===== config.mk =====
export PLATFORM = sky130hd
export DESIGN_NAME = hpf_ctrl
export DESIGN_NICKNAME = d
export VERILOG_FILES = /design/src/rtl/hpf_pkg.sv /design/src/rtl/hpf_ctrl.sv
export SDC_FILE = /design/constraint.sdc
export NUM_CORES = 1
export LEC_CHECK = 0
export BUFFER_PORTS_ARGS = -buffer_cell sky130_fd_sc_hd__buf_2
export CORE_AREA = 10 10 47 49
export DETAILED_ROUTE_END_ITERATION = 8
export DIE_AREA = 0 0 57 59
export SLEW_MARGIN = 30
export SYNTH_ARGS = -nofsm -noshare
export SYNTH_HDL_FRONTEND = slang
export SYNTH_SLANG_ARGS = --single-unit

===== constraint.sdc =====
create_clock -name clock -period 2 [get_ports clock]
set_clock_uncertainty 0.15 [all_clocks]
set_input_delay 0.4 -clock clock [delete_from_list [all_inputs] [get_ports clock]]
set_output_delay 0.4 -clock clock [all_outputs]
set_load 0.01 [all_outputs]

===== src/rtl/hpf_pkg.sv =====
package hpf_pkg;

   // Histogram geometry
   localparam int MAX_BINS   = 4096;
   localparam int COUNT_BITS = 24;
   localparam int IDX_W      = $clog2(MAX_BINS);
   localparam int LOAD_W     = IDX_W + 1;
   localparam int TOTAL_W    = COUNT_BITS + IDX_W;

   // Percentile in hundredths of a percent
   localparam int PCT_W = 14;
   localparam logic [PCT_W-1:0] PCT_FULL   = PCT_W'(10000);
   localparam logic [PCT_W-1:0] PCT_RESET  = PCT_W'(5000);
   // Round-half-up folded into the scan compare: prefix*10000 + 4999 >= pct*total
   localparam logic [PCT_W-1:0] HALF_ROUND = PCT_W'(10000 / 2 - 1);

   // Target product pct * total, built from two half-width products
   localparam int HALF_W      = (TOTAL_W + 1) / 2;
   localparam int HALF_PROD_W = PCT_W + HALF_W;
   localparam int PROD_W      = PCT_W + TOTAL_W;
   localparam int MUL_W       = COUNT_BITS + PCT_W;

   // Stream payload widths
   localparam int REQ_TDATA_W = ((COUNT_BITS + 7) / 8) * 8;
   localparam int BIN_OUT_W   = 12;
   localparam int RSP_TDATA_W = ((BIN_OUT_W + 7) / 8) * 8;

   // Register file
   localparam int CSR_ADDR_W = 3;
   localparam int CSR_DATA_W = 32;
   localparam logic CSR_PCT_IDX = 1'b0;

   typedef enum logic [1:0] {
      ST_LOAD,
      ST_MUL,
      ST_TARGET,
      ST_SCAN
   } ctrl_state_type;

   typedef struct packed {
      logic load;     // item accepted this cycle
      logic mul;      // capture partial products
      logic target;   // form target, arm scan
      logic scan;     // scan pipeline running
      logic finish;   // capture result, clear histogram
   } ctrl_cmd_type;

   typedef struct packed {
      logic scan_done;
   } dp_stat_type;

endpackage


===== src/rtl/hpf_ctrl.sv =====
module hpf_ctrl (
   input  logic                  clock,
   input  logic                  reset,
   input  logic                  req_tvalid,
   input  logic                  req_tlast,
   input  logic                  rsp_tready,
   input  hpf_pkg::dp_stat_type  stat,
   output logic                  req_tready,
   output logic                  rsp_tvalid,
   output hpf_pkg::ctrl_cmd_type cmd
);

   hpf_pkg::ctrl_state_type state_ff, state_in;
   logic                    rsp_valid_ff, rsp_valid_in;

   // next state
   always_comb begin
      state_in = state_ff;
      case (state_ff)
         hpf_pkg::ST_LOAD: begin
            if (req_tvalid && req_tlast) begin
               state_in = hpf_pkg::ST_MUL;
            end
         end
         hpf_pkg::ST_MUL: begin
            state_in = hpf_pkg::ST_TARGET;
         end
         hpf_pkg::ST_TARGET: begin
            // result slot must be empty before the scan may finish
            if (!rsp_valid_ff) begin
               state_in = hpf_pkg::ST_SCAN;
            end
         end
         hpf_pkg::ST_SCAN: begin
            if (stat.scan_done) begin
               state_in = hpf_pkg::ST_LOAD;
            end
         end
         default: begin
            state_in = hpf_pkg::ST_LOAD;
         end
      endcase
   end

   // outputs
   always_comb begin
      req_tready = 1'b0;
      cmd        = '0;
      case (state_ff)
         hpf_pkg::ST_LOAD: begin
            req_tready = 1'b1;
            cmd.load   = req_tvalid;
         end
         hpf_pkg::ST_MUL: begin
            cmd.mul = 1'b1;
         end
         hpf_pkg::ST_TARGET: begin
            cmd.target = 1'b1;
         end
         hpf_pkg::ST_SCAN: begin
            cmd.scan   = 1'b1;
            cmd.finish = stat.scan_done;
         end
         default: begin
            req_tready = 1'b0;
         end
      endcase
   end

   always_comb begin
      if (cmd.finish) begin
         rsp_valid_in = 1'b1;
      end else if (rsp_tready) begin
         rsp_valid_in = 1'b0;
      end else begin
         rsp_valid_in = rsp_valid_ff;
      end
   end

   always_ff @(posedge clock) begin
      if (reset) begin
         state_ff     <= hpf_pkg::ST_LOAD;
         rsp_valid_ff <= 1'b0;
      end else begin
         state_ff     <= state_in;
         rsp_valid_ff <= rsp_valid_in;
      end
   end

   assign rsp_tvalid = rsp_valid_ff;

endmodule


==> flow_metrics.env, run 1 <==
export IMPL_clk_pin_slew_ns=0.03
export IMPL_synthXorXnorAreaFrac=0
export IMPL_antenna_found_initial=0
export IMPL_synth_seq_cells=3
export IMPL_mostFrequentLayoutCell="buf_2"
export IMPL_cts_resized=0
export IMPL_status="complete, no violations"
export IMPL_power_w=0.000415
export IMPL_syn_to_final_growth_pct=42.2
export IMPL_hold_buffers=0
export IMPL_power_density_nw_per_um2=1250
export IMPL_grt_max_degree=5
export IMPL_synthCells=27
export IMPL_combPwrFrac=0.524
export IMPL_initial_core_util=0.167
export IMPL_yosys_cell_types_count=15
export IMPL_vdd_drop_max_mv=0.193
export IMPL_worst_setup_path_type="flip-flop to flip-flop"
export IMPL_overflow=0
export IMPL_worstPathRequired_ns=2.00
export IMPL_layout_min_cycle_time_ns=1.74
export IMPL_switching_share=0.394
export IMPL_yosysSeqAreaShare=0.257
export IMPL_drc=0
export IMPL_synth_area_mux_share=0
export IMPL_dieArea_um2=3360
export IMPL_synthTopCellsByArea="ha_1, dfxtp_1, inv_1"
export IMPL_end_kind="flip-flop"
export IMPL_port_buffers=12
export IMPL_viasPerCell=3.91
export IMPL_fin_setup_tns_ns=0
export IMPL_seqPwrFrac=0.239
export IMPL_cts_sinks=3
export IMPL_synth_top_cell_area_share=0.267
export IMPL_yosys_warnings=0
export IMPL_firstDrtPassIters=3
export IMPL_worst_pin_slew_ns=0.304
export IMPL_die_h_um=59
export IMPL_grt_pass1_vias=232
export IMPL_gp_congestion=0.739
export IMPL_yosys_area_top_type="ha_1"
export IMPL_final_layout_size_suffix_gt1_frac=0.381
export IMPL_drt_iter0_drc=1
export IMPL_path_max_fanout=4
export IMPL_drv_slew=0
export IMPL_synthSimpleGateAreaFrac=0.198
export IMPL_grt_util_all_layers=0.0330
export IMPL_avgRoutedWirePerCell_um=9.55
export IMPL_grt_setup_unrepaired="no"
export IMPL_cp_arrival_ns=1.74
export IMPL_maxCapViolations=0
export IMPL_worst_slack_ns=0.258
export IMPL_stdcell_area_um2=333
export IMPL_syn_nets=38
export IMPL_synthAdderAreaFrac=0.267
export IMPL_r2r_start="state_ff[0]$_SDFFE_PP0P_"
export IMPL_slew_headroom=0.797
export IMPL_placed_cell_area_um2=307
export IMPL_cts_setup_buffers=0
export IMPL_critPathLaunch="state_ff[0]$_SDFFE_PP0P_"
export IMPL_internal_power_w=0.000252
export IMPL_ant_nets=0
export IMPL_final_setup_viol_count=0
export IMPL_htree_levels=1
export IMPL_nNetsFinal=54
export IMPL_net_switching_power_w=0.000164
export IMPL_synth_compound_area_share=0.182
export IMPL_cts_tree="built"
export IMPL_timing_fmax_mhz=574
export IMPL_grt_pass1_wl_um=910
export IMPL_routed_wl_um=554
export IMPL_syn_avg_cell_area_um2=8.67
export IMPL_hold_viol=0
export IMPL_p_leak_nw=0.179
export IMPL_hp_class="input port to flip-flop"
export IMPL_ios=13
export IMPL_fin_util=0.238
export IMPL_row_count=14
export IMPL_cts_buffers=3
export IMPL_dr_total_vias=227
export IMPL_setup_worst_path_start_class="flip-flop"
export IMPL_root_buffer="clkbuf_4"
export IMPL_synth_top_family_by_area="adder cells"
export IMPL_die_x_um=57
export IMPL_hp_start="reset"
export IMPL_cts_path_max_buffers=2
export IMPL_layout_common_cells="buf_2, ha_1, inv_1, clkbuf_4, dfxtp_1"
export IMPL_core_um2=1400
export IMPL_dp_slack_ns=0.263
export IMPL_finalCritPeriodShare=0.871
export IMPL_synthesis_area_um2=234
export IMPL_antennaDiodeCount=0
export IMPL_clock_latency_ns=0.22
export IMPL_clock_power_share=0.237
routing by layer:
layer,GRT usage,vias up,part of all wire
met5,0,-,0
met4,0.0201,0,0
met2,0.0543,9,0.46
met1,0.0288,97,0.42
li1,-,121,-
met3,0.0236,0,0.12
cell type report:
cell class                      instances  area [µm²]
Clock buffer                            4        26.3
Fill cell                             163        1070
Inverter                                4        15.0
Multi-Input combinational cell         19         151
Sequential cell                         3        60.1
Tap cell                               16        20.0
Timing Repair Buffer                   12        60.1
state kept, by name (all words and copies together), names as in the netlist:
name	cells
state_ff	2
rsp_tvalid	1
synthesized netlist by cell type:
master	count
a21boi_1	1
a21oi_1	2
and2_1	2
and2_4	1
buf_4	1
dfxtp_1	3
ha_1	5
inv_1	4
nand2_1	1
nor2_1	2
nor2b_1	1
o311ai_1	1
o31ai_1	1
o41ai_1	1
or4_1	1
final timing paths:
kind         slack [ns]                        to  cells after the start
max                0.26  state_ff[0]$_SDFFE_PP0P_                      5
max reg2reg        0.26  state_ff[0]$_SDFFE_PP0P_                      5
min reg2reg        0.35  state_ff[0]$_SDFFE_PP0P_                      2
min                0.22   rsp_tvalid$_SDFFE_PP0P_                      2
critical path: stages, from the launching register on:
cell and delay, ns:
dfxtp_1 0.36, inv_1 0.09, ha_1 0.22, and2_4 0.17
or4_1 0.51, a21oi_1 0.16
power by group through the flow:
stage | clock, W | sequential [W] | combinational, W
finish | 0.0000986 | 0.0000992 | 0.000218
global route | 0.000110 | 0.000101 | 0.000251
CTS | 0.000103 | 0.0000992 | 0.000225
detailed placement | 0 | 0.000100 | 0.000224
global placement | 0 | 0.000100 | 0.000219
floorplan | 0 | 0.0000967 | 0.000152
logic make-up (layout without fill, tap and decap cells):
logic type | after synthesis | count (layout)
AND/OR/NAND/NOR | 8 | 8
AO/OA/AOI/OAI | 6 | 6
adder cells (fa/ha/maj) | 5 | 5
buffers and inverters | 5 | 20
flip-flops | 3 | 3
stage by stage:
step                      std cells  hold WS (ns)
after floorplan                  27         0.319
after global placement           54         0.353
after detailed placement         54         0.354
after CTS                        58         0.217
after global routing             58         0.214
final                            58         0.222
Power figures use the tool's default switching activity.
==> inputs of run 2 (changes only) <==
==> constraint.sdc (replaced) <==
create_clock -name clock -period 2 [get_ports clock]
set_clock_uncertainty 0.15 [all_clocks]
set_input_delay 0 -clock clock [delete_from_list [all_inputs] [get_ports clock]]
set_output_delay 0 -clock clock [all_outputs]
set_load 0.01 [all_outputs]
==> run 2 against run 1 <==
Clock power barely moved. Via count rose by 2.6%. Largest cell class unchanged. Total power rose by 0.82%. Combinational power barely moved. Non-clock buffer count rose by 2. Hold slack got worse by 0.12 ns. Final area rose by 6.0%. First-iteration DRC count did not move. Critical path depth did not move. Largest power group unchanged.
==> flow_metrics.env, run 2 (synthesis results as in run 1) <==
export IMPL_htree_levels=1
export IMPL_viasPerCell=3.88
export IMPL_firstDrtPassIters=3
export IMPL_layout_common_cells="buf_2, ha_1, inv_1, clkbuf_4, dfxtp_1"
export IMPL_cts_tree="built"
export IMPL_routed_wl_um=560
export IMPL_dr_total_vias=233
export IMPL_antenna_found_initial=0
export IMPL_setup_worst_path_start_class="flip-flop"
export IMPL_power_w=0.000419
export IMPL_die_x_um=57
export IMPL_clock_latency_ns=0.22
export IMPL_placed_cell_area_um2=307
export IMPL_port_buffers=12
export IMPL_cts_path_max_buffers=2
export IMPL_final_layout_size_suffix_gt1_frac=0.364
export IMPL_hp_class="input port to flip-flop"
export IMPL_antennaDiodeCount=0
export IMPL_drt_iter0_drc=1
export IMPL_end_kind="flip-flop"
export IMPL_avgRoutedWirePerCell_um=9.33
export IMPL_dp_slack_ns=0.263
export IMPL_drv_slew=0
export IMPL_nNetsFinal=56
export IMPL_fillers=160
export IMPL_worst_pin_slew_ns=0.304
export IMPL_vdd_drop_max_mv=0.193
export IMPL_grt_setup_unrepaired="no"
export IMPL_row_count=14
export IMPL_dieArea_um2=3360
export IMPL_grt_pass1_wl_um=917
export IMPL_mostFrequentLayoutCell="buf_2"
export IMPL_gp_congestion=0.739
export IMPL_drc=0
export IMPL_die_h_um=59
export IMPL_cts_buffers=3
export IMPL_worst_setup_path_type="flip-flop to flip-flop"
export IMPL_grt_pass1_vias=233
export IMPL_stdcell_area_um2=353
export IMPL_cp_arrival_ns=1.74
export IMPL_r2r_start="state_ff[0]$_SDFFE_PP0P_"
export IMPL_hp_start="req_tlast"
export IMPL_ios=13
export IMPL_core_um2=1400
export IMPL_worst_slack_ns=0.256
export IMPL_cts_sinks=3
export IMPL_root_buffer="clkbuf_4"
export IMPL_top_register="state_ff"
export IMPL_largest_reg_flops=2
export IMPL_finalCritPeriodShare=0.872
export IMPL_critPathLaunch="state_ff[0]$_SDFFE_PP0P_"
export IMPL_timing_fmax_mhz=573
export IMPL_layout_min_cycle_time_ns=1.74
export IMPL_whs_ns=0.104
export IMPL_clk_pin_slew_ns=0.03
export IMPL_slew_headroom=0.797
export IMPL_maxCapViolations=0
export IMPL_hold_viol=0
export IMPL_syn_to_final_growth_pct=50.8
export IMPL_fin_setup_tns_ns=0
export IMPL_final_setup_viol_count=0
export IMPL_power_density_nw_per_um2=1190
export IMPL_grt_max_degree=5
export IMPL_status="complete, no violations"
export IMPL_worstPathRequired_ns=2.00
export IMPL_grt_util_all_layers=0.0321
export IMPL_ant_nets=0
export IMPL_path_max_fanout=4
export IMPL_p_leak_nw=0.191
export IMPL_initial_core_util=0.167
export IMPL_overflow=0
run 2: cell types whose count changed in the layout (fill, tap and decap cells not counted), sizes merged:
cell,before,now
dlygate4sd3,0,2
run 2: final cells by class:
cell class / instances / area [µm²] / area share
Inverter: 4 / 15.0 / 0.0426
Multi-Input combinational cell: 19 / 151 / 0.429
Timing Repair Buffer: 14 / 80.1 / 0.227
Tap cell: 16 / 20.0 / 0.0567
Clock buffer: 4 / 26.3 / 0.0745
Sequential cell: 3 / 60.1 / 0.170
run 2: critical path: stages (launching register included):
cell and delay, ns:
dfxtp_1 0.36, inv_1 0.09, ha_1 0.22, and2_4 0.17
or4_1 0.51, a21oi_1 0.16
run 2: what timing repair did:
action,4_1_cts,5_1_grt
buffers inserted,0,0
resized for setup,0,0
hold endpoints to repair,3,0
hold buffers,2,0
run 2: metrics by stage:
stage / std cells / utilization
3_5_place_dp: 54 / 0.219
5_1_grt: 60 / 0.252
2_1_floorplan: 27 / -
3_3_place_gp: 54 / 0.219
4_1_cts: 60 / 0.252
6_report: 60 / 0.252
run 2: where the power goes:
part,switching [W],internal (W)
sequential,0.0000192,0.0000800
clock,0.0000243,0.0000743
combinational,0.000121,0.0000998
total,0.000165,0.000254
run 2: final timing paths:
| path | to | slack (ns) | cells after the start |
|---|---|---|---|
| hold / removal | state_ff[0]$_SDFFE_PP0P_ | 0.10 | 4 |
| setup / recovery | state_ff[0]$_SDFFE_PP0P_ | 0.26 | 5 |
| hold reg to reg | state_ff[0]$_SDFFE_PP0P_ | 0.35 | 2 |
| setup reg to reg | state_ff[0]$_SDFFE_PP0P_ | 0.26 | 5 |
run 2: metal layers:
| metal | vias up | routed length [µm] | track usage |
|---|---|---|---|
| li1 | 123 | - | - |
| met1 | 101 | 235 | 0.0300 |
| met2 | 9 | 257 | 0.0543 |
| met3 | 0 | 67 | 0.0236 |
| met4 | 0 | 0 | 0.0101 |
| met5 | - | 0 | 0 |
